==> config.mk <==
export PLATFORM = sky130hd
export DESIGN_NAME = scancode_to_ascii_decoder_core_flat
export DESIGN_NICKNAME = d
export VERILOG_FILES = /design/src/sv/scd_pkg.sv /design/src/sv/scd_if.sv /design/src/sv/scancode_to_ascii_decoder_core.sv /design/src/sv/scd_decode.sv /design/src/sv/scd_emit.sv /design/src/flat_wrapper.sv
export SDC_FILE = /design/constraint.sdc
export NUM_CORES = 1
export LEC_CHECK = 0
export BUFFER_PORTS_ARGS = -buffer_cell sky130_fd_sc_hd__buf_2
export CORE_ASPECT_RATIO = 1.2
export CORE_MARGIN = 10
export CORE_UTILIZATION = 40
export CTS_BUF_LIST = sky130_fd_sc_hd__clkbuf_4 sky130_fd_sc_hd__clkbuf_8
export CTS_CLUSTER_DIAMETER = 60
export DETAILED_ROUTE_END_ITERATION = 8
export HOLD_SLACK_MARGIN = 0.12
export PLACE_DENSITY = 0.61
export SLEW_MARGIN = 10
export SYNTH_ARGS = -nofsm -noshare
export SYNTH_HDL_FRONTEND = slang
export SYNTH_HIERARCHICAL = 1
export SYNTH_SLANG_ARGS = --single-unit
==> constraint.sdc <==
create_clock -name clock -period 4.35 [get_ports clock]
set_input_delay 1.0875 -clock clock [delete_from_list [all_inputs] [get_ports clock]]
set_output_delay 1.0875 -clock clock [all_outputs]
set_load 0.05 [all_outputs]
==> src/sv/scd_pkg.sv <==
// Shared constants, types and key tables for the scan code decoder.
`timescale 1ns / 1ps
`default_nettype none

package scd_pkg;

   localparam int unsigned SCAN_W = 8;
   localparam int unsigned MAKE_W = 7;
   localparam int unsigned CHAR_W = 7;
   localparam int unsigned TERM_W = 2;
   localparam int unsigned INDEX_W = 6;

   localparam logic [SCAN_W-1:0] PREFIX_CODE = 8'hE0;
   localparam logic [MAKE_W-1:0] TABLE_TOP = 7'h39;

   // Make codes with special handling
   localparam logic [MAKE_W-1:0] MK_CTRL = 7'h1D;
   localparam logic [MAKE_W-1:0] MK_LSHIFT = 7'h2A;
   localparam logic [MAKE_W-1:0] MK_RSHIFT = 7'h36;
   localparam logic [MAKE_W-1:0] MK_ALT = 7'h38;
   localparam logic [MAKE_W-1:0] MK_DELETE = 7'h53;
   localparam logic [MAKE_W-1:0] MK_CAPS = 7'h3A;
   localparam logic [MAKE_W-1:0] MK_NUM = 7'h45;
   localparam logic [MAKE_W-1:0] MK_SCROLL = 7'h46;
   localparam logic [MAKE_W-1:0] MK_F1 = 7'h3B;
   localparam logic [MAKE_W-1:0] MK_F4 = 7'h3E;
   localparam logic [MAKE_W-1:0] MK_UP = 7'h48;
   localparam logic [MAKE_W-1:0] MK_DOWN = 7'h50;
   localparam logic [MAKE_W-1:0] MK_RIGHT = 7'h4D;
   localparam logic [MAKE_W-1:0] MK_LEFT = 7'h4B;
   localparam logic [MAKE_W-1:0] MK_HOME = 7'h47;
   localparam logic [MAKE_W-1:0] MK_END = 7'h4F;

   // Escape sequence bytes
   localparam logic [CHAR_W-1:0] ASCII_ESC = 7'h1B;
   localparam logic [CHAR_W-1:0] ASCII_BRACKET = 7'h5B;
   localparam logic [CHAR_W-1:0] SEQ_UP = 7'h41;
   localparam logic [CHAR_W-1:0] SEQ_DOWN = 7'h42;
   localparam logic [CHAR_W-1:0] SEQ_RIGHT = 7'h43;
   localparam logic [CHAR_W-1:0] SEQ_LEFT = 7'h44;
   localparam logic [CHAR_W-1:0] SEQ_HOME = 7'h48;
   localparam logic [CHAR_W-1:0] SEQ_END = 7'h46;

   // Decoded result of one scan word, handed from decode to emit
   typedef struct packed {
      logic              has_char;
      logic [CHAR_W-1:0] char_code;
      logic              escape;
      logic [CHAR_W-1:0] esc_letter;
      logic              caps_led;
      logic              num_led;
      logic              scroll_led;
      logic              reboot_request;
      logic              switch_valid;
      logic [TERM_W-1:0] switch_terminal;
   } scd_result_type;

   function automatic logic [CHAR_W-1:0] plain_char(input logic [INDEX_W-1:0] idx);
      logic [CHAR_W-1:0] c;
      case (idx)
         6'h01: c = 7'h1B;
         6'h02: c = 7'h31;
         6'h03: c = 7'h32;
         6'h04: c = 7'h33;
         6'h05: c = 7'h34;
         6'h06: c = 7'h35;
         6'h07: c = 7'h36;
         6'h08: c = 7'h37;
         6'h09: c = 7'h38;
         6'h0A: c = 7'h39;
         6'h0B: c = 7'h30;
         6'h0C: c = 7'h2D;
         6'h0D: c = 7'h3D;
         6'h0E: c = 7'h08;
         6'h0F: c = 7'h09;
         6'h10: c = 7'h71;
         6'h11: c = 7'h77;
         6'h12: c = 7'h65;
         6'h13: c = 7'h72;
         6'h14: c = 7'h74;
         6'h15: c = 7'h79;
         6'h16: c = 7'h75;
         6'h17: c = 7'h69;
         6'h18: c = 7'h6F;
         6'h19: c = 7'h70;
         6'h1A: c = 7'h5B;
         6'h1B: c = 7'h5D;
         6'h1C: c = 7'h0A;
         6'h1E: c = 7'h61;
         6'h1F: c = 7'h73;
         6'h20: c = 7'h64;
         6'h21: c = 7'h66;
         6'h22: c = 7'h67;
         6'h23: c = 7'h68;
         6'h24: c = 7'h6A;
         6'h25: c = 7'h6B;
         6'h26: c = 7'h6C;
         6'h27: c = 7'h3B;
         6'h28: c = 7'h27;
         6'h29: c = 7'h60;
         6'h2C: c = 7'h7A;
         6'h2D: c = 7'h78;
         6'h2E: c = 7'h63;
         6'h2F: c = 7'h76;
         6'h30: c = 7'h62;
         6'h31: c = 7'h6E;
         6'h32: c = 7'h6D;
         6'h33: c = 7'h2C;
         6'h34: c = 7'h2E;
         6'h35: c = 7'h2F;
         6'h39: c = 7'h20;
         default: c = '0;
      endcase
      return c;
   endfunction

   function automatic logic [CHAR_W-1:0] shift_char(input logic [INDEX_W-1:0] idx);
      logic [CHAR_W-1:0] c;
      case (idx)
         6'h01: c = 7'h1B;
         6'h02: c = 7'h21;
         6'h03: c = 7'h40;
         6'h04: c = 7'h23;
         6'h05: c = 7'h24;
         6'h06: c = 7'h25;
         6'h07: c = 7'h5E;
         6'h08: c = 7'h26;
         6'h09: c = 7'h2A;
         6'h0A: c = 7'h28;
         6'h0B: c = 7'h29;
         6'h0C: c = 7'h5F;
         6'h0D: c = 7'h2B;
         6'h0E: c = 7'h08;
         6'h0F: c = 7'h09;
         6'h10: c = 7'h51;
         6'h11: c = 7'h57;
         6'h12: c = 7'h45;
         6'h13: c = 7'h52;
         6'h14: c = 7'h54;
         6'h15: c = 7'h59;
         6'h16: c = 7'h55;
         6'h17: c = 7'h49;
         6'h18: c = 7'h4F;
         6'h19: c = 7'h50;
         6'h1A: c = 7'h7B;
         6'h1B: c = 7'h7D;
         6'h1C: c = 7'h0A;
         6'h1E: c = 7'h41;
         6'h1F: c = 7'h53;
         6'h20: c = 7'h44;
         6'h21: c = 7'h46;
         6'h22: c = 7'h47;
         6'h23: c = 7'h48;
         6'h24: c = 7'h4A;
         6'h25: c = 7'h4B;
         6'h26: c = 7'h4C;
         6'h27: c = 7'h3A;
         6'h28: c = 7'h22;
         6'h29: c = 7'h7E;
         6'h2C: c = 7'h5A;
         6'h2D: c = 7'h58;
         6'h2E: c = 7'h43;
         6'h2F: c = 7'h56;
         6'h30: c = 7'h42;
         6'h31: c = 7'h4E;
         6'h32: c = 7'h4D;
         6'h33: c = 7'h3C;
         6'h34: c = 7'h3E;
         6'h35: c = 7'h3F;
         6'h39: c = 7'h20;
         default: c = '0;
      endcase
      return c;
   endfunction

endpackage

`default_nettype wire

==> src/sv/scd_if.sv <==
// Valid/ready channel interfaces for scan words in and decoded words out.
`timescale 1ns / 1ps
`default_nettype none

interface scd_req_if;
   import scd_pkg::*;
   logic              valid;
   logic              ready;
   logic [SCAN_W-1:0] scan_code;

   modport source (output valid, output scan_code, input ready);
   modport sink (input valid, input scan_code, output ready);
endinterface

interface scd_rsp_if;
   import scd_pkg::*;
   logic              valid;
   logic              ready;
   logic              has_char;
   logic [CHAR_W-1:0] char_code;
   logic              last_of_run;
   logic              caps_led;
   logic              num_led;
   logic              scroll_led;
   logic              reboot_request;
   logic              switch_valid;
   logic [TERM_W-1:0] switch_terminal;

   modport source (output valid, output has_char, output char_code, output last_of_run,
                   output caps_led, output num_led, output scroll_led,
                   output reboot_request, output switch_valid, output switch_terminal,
                   input ready);
   modport sink (input valid, input has_char, input char_code, input last_of_run,
                 input caps_led, input num_led, input scroll_led,
                 input reboot_request, input switch_valid, input switch_terminal,
                 output ready);
endinterface

`default_nettype wire

==> src/sv/scancode_to_ascii_decoder_core.sv <==
// Top level of the set-1 scan code to ASCII decoder.
//
// Usage:
//  - req_if carries raw set-1 scan words (0xE0 prefix, bit 7 = release).
//    A word is taken at a clock edge with valid and ready both high.
//  - rsp_if carries decoded words: a character (or no character), the LED
//    states, reboot request and terminal switch flags. last_of_run marks
//    the final response word of each scan word.
//  - Every scan word yields one response word, except cursor key presses
//    (arrows, home, end) with prefix or num lock off, which yield ESC '[' letter as three words.
//  - Path: req accept loads the input register, then the word is decoded
//    into the response register, which drives rsp valid.
//  - Throughput: one scan word per cycle for single-word results while
//    rsp_if.ready stays high; an escape run holds the response register
//    until all three of its words have been taken.
//  - The input register takes a new word while a finished response still
//    waits; if rsp_if.ready stays low, both stages fill and req_if.ready
//    drops until the receiver takes the last word of the pending run.
//  - Reset (synchronous, active high) clears all held keys, lock states,
//    the prefix flag and both stage valids; nothing is in flight after it.
`timescale 1ns / 1ps
`default_nettype none

module scancode_to_ascii_decoder_core (
   input  wire logic clock,
   input  wire logic reset,
   scd_req_if.sink   req_if,
   scd_rsp_if.source rsp_if
);
   import scd_pkg::*;

   logic              in_valid_ff;
   logic [SCAN_W-1:0] scan_ff;
   logic              advance;
   logic              out_free;
   scd_result_type    result;

   // decode a held word once the response register can take it
   assign advance = in_valid_ff && out_free;
   assign req_if.ready = !in_valid_ff || advance;

   always_ff @(posedge clock) begin
      if (reset) begin
         in_valid_ff <= 1'b0;
      end else if (req_if.valid && req_if.ready) begin
         in_valid_ff <= 1'b1;
      end else if (advance) begin
         in_valid_ff <= 1'b0;
      end
   end

   always_ff @(posedge clock) begin
      if (req_if.valid && req_if.ready) begin
         scan_ff <= req_if.scan_code;
      end
   end

   scd_decode u_decode (
      .clock     (clock),
      .reset     (reset),
      .advance   (advance),
      .scan_code (scan_ff),
      .result    (result)
   );

   scd_emit u_emit (
      .clock    (clock),
      .reset    (reset),
      .load     (advance),
      .result   (result),
      .out_free (out_free),
      .rsp_if   (rsp_if)
   );

endmodule

`default_nettype wire

==> src/sv/scd_decode.sv <==
// Key state registers and single-pass decode of one scan word.
`timescale 1ns / 1ps
`default_nettype none

module scd_decode (
   input  wire logic                      clock,
   input  wire logic                      reset,
   input  wire logic                      advance,
   input  wire logic [scd_pkg::SCAN_W-1:0] scan_code,
   output scd_pkg::scd_result_type        result
);
   import scd_pkg::*;

   logic ctrl_ff, alt_ff, shift_ff, caps_ff, num_ff, scroll_ff, prefix_ff;
   logic ctrl_in, alt_in, shift_in, caps_in, num_in, scroll_in, prefix_in;

   logic              release_key;
   logic [MAKE_W-1:0] make;
   logic [CHAR_W-1:0] ch;
   logic              cursor_ok;

   assign release_key = scan_code[SCAN_W-1];
   assign make = scan_code[MAKE_W-1:0];
   assign cursor_ok = !release_key && (prefix_ff || !num_ff);

   always_comb begin
      ch = '0;
      if (!prefix_ff && make <= TABLE_TOP) begin
         ch = (shift_ff || caps_ff) ? shift_char(make[INDEX_W-1:0])
                                    : plain_char(make[INDEX_W-1:0]);
      end
   end

   always_comb begin
      ctrl_in = ctrl_ff;
      alt_in = alt_ff;
      shift_in = shift_ff;
      caps_in = caps_ff;
      num_in = num_ff;
      scroll_in = scroll_ff;
      prefix_in = 1'b0;
      result = '0;
      if (scan_code == PREFIX_CODE) begin
         prefix_in = 1'b1;
      end else if (ch != '0) begin
         // mapped key: release gives nothing
         result.has_char = !release_key;
         result.char_code = release_key ? '0 : ch;
      end else begin
         case (make)
            MK_CTRL: ctrl_in = !release_key;
            MK_LSHIFT, MK_RSHIFT: shift_in = !release_key;
            MK_ALT: alt_in = !release_key;
            MK_DELETE: result.reboot_request = alt_ff && ctrl_ff && prefix_ff;
            MK_CAPS: if (!release_key) caps_in = !caps_ff;
            MK_NUM: if (!release_key) num_in = !num_ff;
            MK_SCROLL: if (!release_key) scroll_in = !scroll_ff;
            MK_UP: begin
               result.escape = cursor_ok;
               result.esc_letter = SEQ_UP;
            end
            MK_DOWN: begin
               result.escape = cursor_ok;
               result.esc_letter = SEQ_DOWN;
            end
            MK_RIGHT: begin
               result.escape = cursor_ok;
               result.esc_letter = SEQ_RIGHT;
            end
            MK_LEFT: begin
               result.escape = cursor_ok;
               result.esc_letter = SEQ_LEFT;
            end
            MK_HOME: begin
               result.escape = cursor_ok;
               result.esc_letter = SEQ_HOME;
            end
            MK_END: begin
               result.escape = cursor_ok;
               result.esc_letter = SEQ_END;
            end
            default: begin
               if (make inside {[MK_F1:MK_F4]}) begin
                  result.switch_valid = 1'b1;
                  result.switch_terminal = TERM_W'(make - MK_F1);
               end
            end
         endcase
      end
      result.caps_led = caps_in;
      result.num_led = num_in;
      result.scroll_led = scroll_in;
   end

   always_ff @(posedge clock) begin
      if (reset) begin
         ctrl_ff <= 1'b0;
         alt_ff <= 1'b0;
         shift_ff <= 1'b0;
         caps_ff <= 1'b0;
         num_ff <= 1'b0;
         scroll_ff <= 1'b0;
         prefix_ff <= 1'b0;
      end else if (advance) begin
         ctrl_ff <= ctrl_in;
         alt_ff <= alt_in;
         shift_ff <= shift_in;
         caps_ff <= caps_in;
         num_ff <= num_in;
         scroll_ff <= scroll_in;
         prefix_ff <= prefix_in;
      end
   end

endmodule

`default_nettype wire

==> src/sv/scd_emit.sv <==
// Result register; steps through ESC '[' letter for cursor keys.
`timescale 1ns / 1ps
`default_nettype none

module scd_emit (
   input  wire logic                    clock,
   input  wire logic                    reset,
   input  wire logic                    load,
   input  wire scd_pkg::scd_result_type result,
   output logic                         out_free,
   scd_rsp_if.source                    rsp_if
);
   import scd_pkg::*;

   localparam logic [1:0] STEP_SINGLE = 2'd0;
   localparam logic [1:0] STEP_ESC = 2'd1;
   localparam logic [1:0] STEP_BRACKET = 2'd2;
   localparam logic [1:0] STEP_LETTER = 2'd3;

   logic              valid_ff;
   logic [1:0]        step_ff;
   logic [CHAR_W-1:0] letter_ff;
   scd_result_type    res_ff;
   logic              last_w;
   logic              take;

   assign last_w = (step_ff == STEP_SINGLE) || (step_ff == STEP_LETTER);
   assign take = valid_ff && rsp_if.ready;
   assign out_free = !valid_ff || (rsp_if.ready && last_w);

   always_ff @(posedge clock) begin
      if (reset) begin
         valid_ff <= 1'b0;
      end else if (load) begin
         valid_ff <= 1'b1;
      end else if (take && last_w) begin
         valid_ff <= 1'b0;
      end
   end

   always_ff @(posedge clock) begin
      if (load) begin
         res_ff <= result;
         letter_ff <= result.esc_letter;
         step_ff <= result.escape ? STEP_ESC : STEP_SINGLE;
      end else if (take) begin
         case (step_ff)
            STEP_ESC: step_ff <= STEP_BRACKET;
            STEP_BRACKET: step_ff <= STEP_LETTER;
            default: step_ff <= step_ff;
         endcase
      end
   end

   always_comb begin
      rsp_if.valid = valid_ff;
      rsp_if.last_of_run = last_w;
      rsp_if.caps_led = res_ff.caps_led;
      rsp_if.num_led = res_ff.num_led;
      rsp_if.scroll_led = res_ff.scroll_led;
      rsp_if.has_char = res_ff.has_char;
      rsp_if.char_code = res_ff.char_code;
      rsp_if.reboot_request = res_ff.reboot_request;
      rsp_if.switch_valid = res_ff.switch_valid;
      rsp_if.switch_terminal = res_ff.switch_terminal;
      case (step_ff)
         STEP_ESC: begin
            rsp_if.has_char = 1'b1;
            rsp_if.char_code = ASCII_ESC;
         end
         STEP_BRACKET: begin
            rsp_if.has_char = 1'b1;
            rsp_if.char_code = ASCII_BRACKET;
         end
         STEP_LETTER: begin
            rsp_if.has_char = 1'b1;
            rsp_if.char_code = letter_ff;
         end
         default: ;
      endcase
      if (step_ff != STEP_SINGLE) begin
         rsp_if.reboot_request = 1'b0;
         rsp_if.switch_valid = 1'b0;
         rsp_if.switch_terminal = '0;
      end
   end

endmodule

`default_nettype wire

==> src/flat_wrapper.sv <==
// flat-port wrapper written by rule: the top's interface ports become plain ports
module scancode_to_ascii_decoder_core_flat import scd_pkg::*;
  (clock, reset, req_if_valid, req_if_scan_code, req_if_ready, rsp_if_valid, rsp_if_has_char, rsp_if_char_code, rsp_if_last_of_run, rsp_if_caps_led, rsp_if_num_led, rsp_if_scroll_led, rsp_if_reboot_request, rsp_if_switch_valid, rsp_if_switch_terminal, rsp_if_ready);
  scd_req_if req_if_i ();
  scd_rsp_if rsp_if_i ();
  input  wire logic clock;
  input  wire logic reset;
  input wire logic [$bits(req_if_i.valid)-1:0] req_if_valid;
  input wire logic [$bits(req_if_i.scan_code)-1:0] req_if_scan_code;
  output wire logic [$bits(req_if_i.ready)-1:0] req_if_ready;
  output wire logic [$bits(rsp_if_i.valid)-1:0] rsp_if_valid;
  output wire logic [$bits(rsp_if_i.has_char)-1:0] rsp_if_has_char;
  output wire logic [$bits(rsp_if_i.char_code)-1:0] rsp_if_char_code;
  output wire logic [$bits(rsp_if_i.last_of_run)-1:0] rsp_if_last_of_run;
  output wire logic [$bits(rsp_if_i.caps_led)-1:0] rsp_if_caps_led;
  output wire logic [$bits(rsp_if_i.num_led)-1:0] rsp_if_num_led;
  output wire logic [$bits(rsp_if_i.scroll_led)-1:0] rsp_if_scroll_led;
  output wire logic [$bits(rsp_if_i.reboot_request)-1:0] rsp_if_reboot_request;
  output wire logic [$bits(rsp_if_i.switch_valid)-1:0] rsp_if_switch_valid;
  output wire logic [$bits(rsp_if_i.switch_terminal)-1:0] rsp_if_switch_terminal;
  input wire logic [$bits(rsp_if_i.ready)-1:0] rsp_if_ready;
  assign req_if_i.valid = req_if_valid;
  assign req_if_i.scan_code = req_if_scan_code;
  assign req_if_ready = req_if_i.ready;
  assign rsp_if_valid = rsp_if_i.valid;
  assign rsp_if_has_char = rsp_if_i.has_char;
  assign rsp_if_char_code = rsp_if_i.char_code;
  assign rsp_if_last_of_run = rsp_if_i.last_of_run;
  assign rsp_if_caps_led = rsp_if_i.caps_led;
  assign rsp_if_num_led = rsp_if_i.num_led;
  assign rsp_if_scroll_led = rsp_if_i.scroll_led;
  assign rsp_if_reboot_request = rsp_if_i.reboot_request;
  assign rsp_if_switch_valid = rsp_if_i.switch_valid;
  assign rsp_if_switch_terminal = rsp_if_i.switch_terminal;
  assign rsp_if_i.ready = rsp_if_ready;
  scancode_to_ascii_decoder_core u_core (.clock(clock), .reset(reset), .req_if(req_if_i), .rsp_if(rsp_if_i));
endmodule
-- Word-level counts from Yosys, hierarchy flattened
Memories as Yosys holds them, arrays and structs flattened. A register that Yosys moved wholly into a read port is not among the register bits.
Index checks and enable logic that the tools add are counted.
- mux-type cells: 34
- add/sub/neg operators: 1
- reductions and logical operators: 41
- bitwise gates (word level): 4
- equal/unequal tests: 18
- magnitude comparators: 3
- operators with widths (kind ; number):
    $eq A7 B7 Y1 const B ; 9
    $pmux W8 S6 ; 1
    $eq A7 B6 Y1 const B ; 4
    $mux W1 ; 21
    $pmux W7 S3 ; 1
    $reduce_or A17 Y1 ; 1
    $mux W8 ; 2
    $reduce_or A16 Y1 ; 1
    $le A7 B6 Y1 const B ; 2
    $mux W7 ; 2
    $mux W6 ; 2
    $reduce_and A4 Y1 ; 3
    $logic_and A1 B1 Y1 ; 10
    $reduce_or A3 Y1 ; 3
    $eq A8 B8 Y1 const B ; 1
    $reduce_bool A2 Y1 ; 4
    $eq A7 B5 Y1 const B ; 1
    $ge A7 B6 Y1 const B ; 1
    $logic_not A1 Y1 ; 7
    $reduce_bool A7 Y1 ; 1
    $mux W2 ; 3
    $reduce_or A2 Y1 ; 3
    $logic_or A1 B1 Y1 ; 5
    $eq A2 B2 Y1 const B ; 2
    8 further kinds ; 11
- register bits after elaboration: 41
- input bits: 12
- memories kept: 2
- memory bits (read-only): 896
- word-level logic and storage cells: 123
- output and inout port bits: 18
- memory list (name ; depth ; bits a word ; rd ports ; clocked after Yosys merged registers in ; wr ports ; line ; source):
    (name not given) ; 64 ; 7 ; 1 ; 1 ; 0 ; scd_pkg.sv:119 ; case (idx)
    (name not given) ; 64 ; 7 ; 1 ; 1 ; 0 ; scd_pkg.sv:60 ; case (idx)

-- Depth between registers and ports, before layout
Gate-level depths: netlist (run 1).
- word-level depth: 8
- mapped depth: 13
- depth with buffers taken out: 10

-- Hierarchy
The synthesis (run 1) kept the hierarchy.
- by module, submodules not included (module ; times used ; seq. area each (um2) ; cells an instance ; area an instance (um2)):
    scd_decode ; 1 ; 140.1 ; 281 ; 1989.4
    scd_emit ; 1 ; 740.7 ; 67 ; 999.7
    scancode_to_ascii_decoder_core ; 1 ; 260.2 ; 14 ; 302.8

-- Worst setup path after synthesis (run 1)
Ideal clock, no wire load.
- kind: reg-to-reg
- start: reg u_core.scan_ff[1]
- end: reg u_core.u_emit.res_ff, in the netlist u_core/u_emit/rsp_if.caps_led (data pin)
- library setup time: 0.251 ns
- stages on the path, launching flop included: 14
- clock period less this slack: 3.015 ns
- path buffers: 3
- path slack: 1.335 ns
- data required time: 4.099 ns
- data arrival time: 2.764 ns
- cells stage by stage: edfxtp_1 clkbuf_1 inv_2 ha_1 buf_6 mux2i_1 o2bb2ai_1 a2111oi_2 nor4_1 nor4_4 a31o_2 nand2_1 xnor2_1 buf_4
- word-level cells in the longest chain between the ends: 6
- elaborated cells on any way between the ends: 9
- those cells by class: 1 x order compare; 2 x eq/ne; 4 x mux; 2 x reduce/logical
- RTL lines (element ; line ; source):
    start, declared ; scancode_to_ascii_decoder_core.sv:33 ; logic [SCAN_W-1:0] scan_ff;
    start signal, assigned ; scancode_to_ascii_decoder_core.sv:54 ; scan_ff <= req_if.scan_code;
    $le A7 B6 Y1 ; scd_decode.sv:28 ; if (!prefix_ff && make <= TABLE_TOP) begin
    $logic_and A1 B1 Y1 ; scd_decode.sv:28 ;
    $mux W7 ; scd_decode.sv:28 ;
    $reduce_bool A7 Y1 ; scd_decode.sv:45 ; end else if (ch != '0) begin
    $mux W1 ; scd_decode.sv:45 ;
    $mux W1 (*) ; scd_decode.sv:43 ; if (scan_code == PREFIX_CODE) begin
    via u_core.u_decode.caps_in ; scd_decode.sv:15 ; logic ctrl_in, alt_in, shift_in, caps_in, num_in, scroll_in, prefix_in;
    end signal, assigned ; scd_emit.sv:43 ; res_ff <= result;
    end, declared ; scd_emit.sv:23 ; scd_result_type res_ff;
Mark *: on every way through the listed nets, which the timed path passes. The rest lies on a longest branch.
A chain may end at the register's enable or synchronous reset.

-- Worst setup path in the final report (run 1)
- start: reg u_core.scan_ff[1]
- end: reg u_core/u_emit/res_ff[1] (netlist name) (data pin)
- word-level cells in the longest chain between the ends: 5
- elaborated cells on any way between the ends: 25
- those cells by class: 1 x add/sub; 3 x order compare; 15 x eq/ne; 1 x mux; 1 x bitwise; 4 x reduce/logical
- RTL lines (element ; line):
    $le A7 B6 Y1 ; scd_decode.sv:28
    $logic_and A1 B1 Y1 ; scd_decode.sv:28
    $mux W7 ; scd_decode.sv:28
    $reduce_bool A7 Y1 ; scd_decode.sv:45
    $reduce_or A17 Y1 (no source line) ; -
Several ways; a longest one is shown, not always the timed one.

==> results of run 1 <==
## cell usage after synthesis, types with 2 or more instances
| cell type | n | area [µm²] |
|---|---|---|
| nor3b_1 | 2 | 15.0 |
| a21oi_1 | 23 | 115 |
| a211o_1 | 3 | 26.3 |
| xnor2_1 | 3 | 26.3 |
| buf_4 | 5 | 37.5 |
| o32ai_1 | 2 | 17.5 |
| o21ai_1 | 5 | 25.0 |
| and2_1 | 10 | 62.6 |
| clkbuf_1 | 4 | 15.0 |
| mux2i_1 | 3 | 30.0 |
| nand2_1 | 36 | 135 |
| o2111ai_1 | 2 | 17.5 |
| a311o_1 | 3 | 30.0 |
| mux4_2 | 2 | 45.0 |
| xor2_1 | 2 | 17.5 |
| o21ai_0 | 14 | 70.1 |
| buf_2 | 9 | 45.0 |
| buf_6 | 9 | 101 |
| a311oi_1 | 4 | 35.0 |
| dfxtp_1 | 9 | 180 |
| a31oi_1 | 4 | 25.0 |
| mux2_1 | 2 | 22.5 |
| edfxtp_1 | 32 | 961 |
| a211oi_1 | 5 | 37.5 |
| o311ai_1 | 2 | 17.5 |
| inv_1 | 21 | 78.8 |
| nor2b_1 | 4 | 25.0 |
| nor4_1 | 5 | 31.3 |
| nand3_2 | 2 | 20.0 |
| nor3_1 | 9 | 45.0 |
| o211ai_1 | 5 | 37.5 |
| nand3_1 | 9 | 45.0 |
| o21a_1 | 2 | 15.0 |
| ha_1 | 19 | 238 |
| nor2_1 | 24 | 90.1 |
| a2111oi_0 | 6 | 52.6 |
| or3_1 | 3 | 18.8 |
| o31a_1 | 2 | 17.5 |
| nand4_1 | 3 | 18.8 |
| and3_1 | 5 | 31.3 |
| nand2b_1 | 12 | 75.1 |
| inv_2 | 3 | 11.3 |
## cell type report
cell class                 count  area, µm²  share of cell area (%)
multi-input combinational    271       1870                    53.0
clock inverter                 2       37.5                    1.07
timing repair buffer          34        183                    5.19
clock buffer                   6       82.6                    2.35
tap                           95        119                    3.38
sequential                    41       1140                    32.4
inverter                      24       90.1                    2.56
## worst max-delay path, stage by stage, from the launching register on
cell and delay [ns]:
edfxtp_1 0.67, inv_2 0.27, ha_1 0.44, and3b_1 0.25
a211oi_1 0.26, a2111oi_2 0.09, nor4_1 0.59, nor4_4 0.10
a31oi_1 0.22, nor2_1 0.15, and2_1 0.18
## sequential cells by signal (all words and copies together), names as in the netlist
name,cells
u_core/u_decode/shift_ff,1
u_core/u_emit/res_ff,12
u_core/u_emit/rsp_if.valid,1
u_core/u_decode/prefix_ff,1
u_core/u_emit/step_ff,2
u_core/scan_ff,8
u_core/u_emit/rsp_if.caps_led,1
u_core/u_emit/rsp_if.scroll_led,1
u_core/u_emit/letter_ff,7
u_core/u_decode/scroll_ff,1
u_core/u_decode/num_ff,1
u_core/in_valid_ff,1
u_core/u_emit/rsp_if.num_led,1
u_core/u_decode/ctrl_ff,1
u_core/u_decode/caps_ff,1
u_core/u_decode/alt_ff,1
## stage by stage
stage	total power [µW]	area, µm²	hold WS [ns]	util (%)
3_5_place_dp	704	3400	0.465	42.1
6_report	1030	3520	0.478	43.6
3_3_place_gp	705	3400	0.459	42.1
2_1_floorplan	650	3300	0.425	-
4_1_cts	1040	3520	0.479	43.6
5_1_grt	1080	3520	0.491	43.6
## power breakdown
part / internal (µW) / switching [µW]
sequential: 439 / 20.6
clock: 187 / 147
combinational: 76.3 / 162
## cells by family after synthesis
group	Yosys count	synth area share (%)
simple gates	137	22.6
compound gates	101	22.3
buf+inv	51	8.78
flops	41	34.7
fa+ha+maj	19	7.22
mux	7	2.96
xor+xnor	5	1.33
other cells	1	0.114
## per-layer routing
metal  wire length [µm]  share of wire [%]  global-route usage [%]
met1               3550                 40                    17.2
met2               4080                 46                    22.9
met3                794                9.0                    2.95
met4                401                4.5                    8.19
met5                  0                  0                       0
## final timing paths
kind,from,end,slack [ns],depth (start not counted)
min reg2reg,u_core/u_decode/ctrl_ff,u_core/u_decode/ctrl_ff,0.48,2
max,u_core/scan_ff[1],u_core/u_emit/res_ff[1],0.89,10
max reg2reg,u_core/scan_ff[1],u_core/u_emit/res_ff[1],0.89,10
min,u_core/u_decode/ctrl_ff,u_core/u_decode/ctrl_ff,0.48,2
==> results.cfg, run 1 <==
[sta]
maxSlewHeadroom_pct = 45.9
finalSetupViolations = 0
fin_crit_ns = 3.46
final.period_utilization_pct = 79.6
drv_slew = 0
worstMarginPinSlew_ns = 0.812
max_freq_ghz = 0.289
setup_ws_ns = 0.887
finClkSkew_ns = 0.0122
finalHoldViolations = 0
tns_ns = 0
rsz0062_at_grt = no

[clocking]
cts.repair.resized = 0
cts.path.max_buffers = 2
cts_sinks = 41
holdBufCountCts = 0
cts_setup_buffers = 0
cts.clk_slew.worst_paths_ns = 0.09
htreeDepth = 2
cts_tree = done
cts_root_buffer = clkbuf_8
cts_buffers = 5
insertion_delay_ns = 0.30

[layout]
nNetsFinal = 408
nFillCells = 792
final_common_cell = nand2_1
drive_gt1_share_pct = 16.9
diodes = 0
instances_no_fill = 473
final_cell_mix = 36 x nand2_1, 32 x edfxtp_1, 29 x buf_2, 24 x nor2_1, 23 x a21oi_1
area_delta_synth_final_pct = 6.88

[drt]
ant_nets = 0
remaining_drc_errors = 0
drt-wirelength-per-cell_um = 18.7
drt_wl_total_um = 8830
vias_per_cell = 6.11
vias = 2889
dr.pass1.iters = 5
drt_iter0_markers = 324

[critical_path]
criticalPathCategory = flop to flop
worstSetupEndpointType = flop
critPathMaxFanout = 17
critPathLaunchType = flop
worst_ep_required_time_ns = 4.41
critPathArrivalTime_ns = 3.53

[floorplanning]
start_util_pct = 40.8
coreArea_um2 = 8060
die-area_um2 = 12300
core.rowCount = 36
die_h_um = 119
die_width_um = 103
ioPinCount = 30

[placed_design]
post-place-ws_ns = 0.974
globalplace.congestion = 0.989
dp_cells = 465
io_buffers = 29
hpwl_um = 6590

[grt]
grt_max_degree = 45
overflow = 0
grt_pass1_wl_um = 14100
grt_usage_pct = 14.3
antenna_found_initial = 0
grt_pass1_vias = 2789

[job]
max_cap_viol_count = 0

[logic_synthesis]
ys_ff_latch = 41
synth_area_um2 = 3290
synth-seq-area-share_pct = 34.7
async_reset_ff_share_pct = 0
synth_cell_types = 75
synth_area_per_cell_um2 = 9.09
synth_warnings = 6
synth_flop_cell = edfxtp_1
synth_edf_count = 32
syn-instance-count = 362

[outcome]
status = finished, final reports clean

[pwr]
cellPowerDensity_nw_per_um2 = 293
p_leak_uw = 0.00132
ir_drop_mv = 0.145

[min_path]
holdCritPathClass = flop to flop
(Power assumes the default switching activity.)
==> inputs of run 2 (changes only) <==
Settings changed: ABC_AREA set to 1.
Clock period 4.35 ns to 3.4 ns, I/O delays scaled along.
==> run 2 against run 1 <==
Clock power down 6.0%. Highest routed layer unchanged. Critical path depth is 6 higher. Area after synthesis is essentially flat. Combinational power is 53% higher. Routed wire length increased by 7.5%. Sequential power grew 29%. Maximum frequency is 20% higher. First-iteration DRC count rose by 7.1%. Sequential share of layout area shrank 0.23 points. Largest power group unchanged. Global-route usage grew 1.3 points. Critical endpoint is now u_core/u_emit/rsp_if.caps_led.
==> results.cfg, run 2 <==
[outcome]
status = finished, final reports clean

[placed_design]
io_buffers = 29
placed_area_um2 = 3460
hpwl_um = 7520
post-place-ws_ns = 0.577
globalplace.congestion = 0.979

[critical_path]
rrSetupSlack_ns = 0.52
reg2regPathDepth = 16
r2r-start = u_core/scan_ff[1]
critPathLaunchType = flop
worst_ep_required_time_ns = 3.46
criticalPathCategory = flop to flop
critPathMaxFanout = 13
worstSetupEndpointType = flop
critPathArrivalTime_ns = 2.94
r2r-end = u_core/u_emit/rsp_if.caps_led

[floorplanning]
coreArea_um2 = 8060
ioPinCount = 30
die-area_um2 = 12300
die_h_um = 119
die_width_um = 103
start_util_pct = 40.8
core.rowCount = 36

[layout]
final_common_cell = nand2_1
reg.largest.list = u_core/u_emit/res_ff x12, u_core/scan_ff x8, u_core/u_emit/letter_ff x7
postLayoutCellArea_um2 = 3540
largest-register = u_core/u_emit/res_ff
largest_reg_flops = 12
drive_gt1_share_pct = 13.1
final_cell_mix = 159 x nand2_1, 55 x inv_1, 51 x nand3_1, 48 x nor2_1, 32 x edfxtp_1
nNetsFinal = 534
area_delta_synth_final_pct = 7.68
diodes = 0

[sta]
finalSetupViolations = 0
final.period_utilization_pct = 84.8
drv_slew = 0
tns_ns = 0
fin_crit_ns = 2.88
finalHoldViolations = 0
worstMarginPinSlew_ns = 0.733
rsz0062_at_grt = no
max_freq_ghz = 0.347
maxSlewHeadroom_pct = 51.1
finClkSkew_ns = 0.00771
setup_ws_ns = 0.516

[clocking]
insertion_delay_ns = 0.30
cts_sinks = 41
holdBufCountCts = 0
cts_tree = done
cts.path.max_buffers = 2
cts_root_buffer = clkbuf_8
cts.clk_slew.worst_paths_ns = 0.08
cts_setup_buffers = 0
cts.repair.resized = 0
htreeDepth = 2
cts_buffers = 5

[min_path]
whs_endpoint = u_core/in_valid_ff
hold_start = u_core/in_valid_ff
holdCritPathClass = flop to flop
hold_depth = 2

[logic_synthesis]
synth_flop_cell = edfxtp_1
synth_edf_count = 32
synthAdderAreaFrac_pct = 7.22
synth_top_area_share_pct = 29.2
async_reset_ff_share_pct = 0
synth_warnings = 6
synth-seq-area-share_pct = 34.7
synth_top_family_by_area = simple AND/OR/NAND/NOR gates
syn-instance-count = 480
yosys.area_share.simple_pct = 37.6
synthTopCellsByCount = 159 x nand2_1, 55 x inv_1, 51 x nand3_1
synth_area_per_cell_um2 = 6.86
ys_ff_latch = 41
synth_xor_area_share_pct = 0.798
yosys.area.top_type = edfxtp_1
synthMuxAreaShare_pct = 0
synth_compound_area_share_pct = 7.91
yosysMostFrequentCell = nand2_1
synth_area_um2 = 3290
synth_cell_types = 38
synthTopCellsByArea = edfxtp_1 29%, nand2_1 18%, nand3_1 7.8%

[grt]
grt_max_degree = 29
grt_pass1_vias = 3059
overflow = 0
antenna_found_initial = 0
grt_usage_pct = 15.6
grt_pass1_wl_um = 15400

[pwr]
p_leak_uw = 0.00178
cellPowerDensity_nw_per_um2 = 359
ir_drop_mv = 0.202

[drt]
ant_nets = 0
drt_iter0_markers = 347
drt-wirelength-per-cell_um = 15.8
drt_wl_total_um = 9490
dr.pass1.iters = 5
vias = 3170
remaining_drc_errors = 0
vias_per_cell = 5.29

[job]
max_cap_viol_count = 0
==> run 2: changes by cell type in the layout (fill, tap and decap cells not counted), moves of 5 or more <==
| cell | change |
|---|---|
| nor2_1 | +24 |
| and3_1 | -5 |
| a211oi_1 | -5 |
| a2111oi_0 | -6 |
| nand2_1 | +123 |
| inv_1 | +34 |
| nand2_2 | +6 |
| nand3_1 | +42 |
| nand2b_1 | -12 |
| and2_1 | -10 |
==> run 2: worst max path at each step <==
stage,slack (ns),cells after the start,to,start
after global placement,0.55,16,u_core/u_emit/rsp_if.caps_led,u_core/scan_ff[1]
after floorplan,0.93,5,rsp_if_char_code[6],u_core/u_emit/step_ff[0]
after CTS,0.57,16,u_core/u_emit/rsp_if.caps_led,u_core/scan_ff[1]
after detailed placement,0.58,16,u_core/u_emit/rsp_if.caps_led,u_core/scan_ff[1]
after global routing,0.26,16,u_core/u_emit/rsp_if.caps_led,u_core/scan_ff[1]
final,0.52,16,u_core/u_emit/rsp_if.caps_led,u_core/scan_ff[1]
==> run 2: layout make-up <==
class	count	area, µm²
fillers	858	4520
multi-input cells	357	1770
flip-flops and latches	41	1140
inverters	63	239
repair buffers	35	190
well taps	95	119
clock buffers	5	68.8
clock inverters	3	17.5
==> run 2: cell families after synthesis <==
family                     after synthesis
xor gates and xnor gates                 3
adders and majority gates               19
buffers and inverters                   83
DFF                                     41
other                                    1
and+or+nand+nor                        287
AOI/OAI and AO/OA                       46
==> run 2: per-stage QoR <==
stage	utilization (%)	hold slack, ns	total power (µW)	cells
4_1_cts	43.9	0.501	1280	599
3_5_place_dp	42.9	0.489	966	591
6_report	43.9	0.497	1270	599
2_1_floorplan	-	0.489	878	481
5_1_grt	43.9	0.535	1350	599
3_3_place_gp	42.9	0.477	967	591
==> run 2: worst max-delay path: stages, from the launching register on <==
cell and delay, ns:
edfxtp_1 0.61, inv_1 0.29, ha_1 0.35, inv_1 0.19, nand2_2 0.09, nor2_1 0.15
nor2_1 0.08, nand2_1 0.09, nand2_1 0.05, nand2_1 0.05, nand3_1 0.12, nand2_1 0.12
inv_1 0.05, nor2_1 0.13, nand2_2 0.10, nand2_1 0.11, nand2_1 0.07
==> run 2: layer usage <==
layer / vias to the layer above / share of wire [%] / global-route usage, %
li1: 1579 / - / -
met1: 1431 / 42 / 18.9
met2: 130 / 48 / 25.4
met3: 30 / 6.6 / 3.18
met4: 0 / 3.6 / 7.75
met5: - / 0 / 0
==> run 2: power by group <==
part | switching, µW | internal, µW
sequential | 24.0 | 570
combinational | 265 | 99.7
clock | 173 | 142
total | 462 | 811
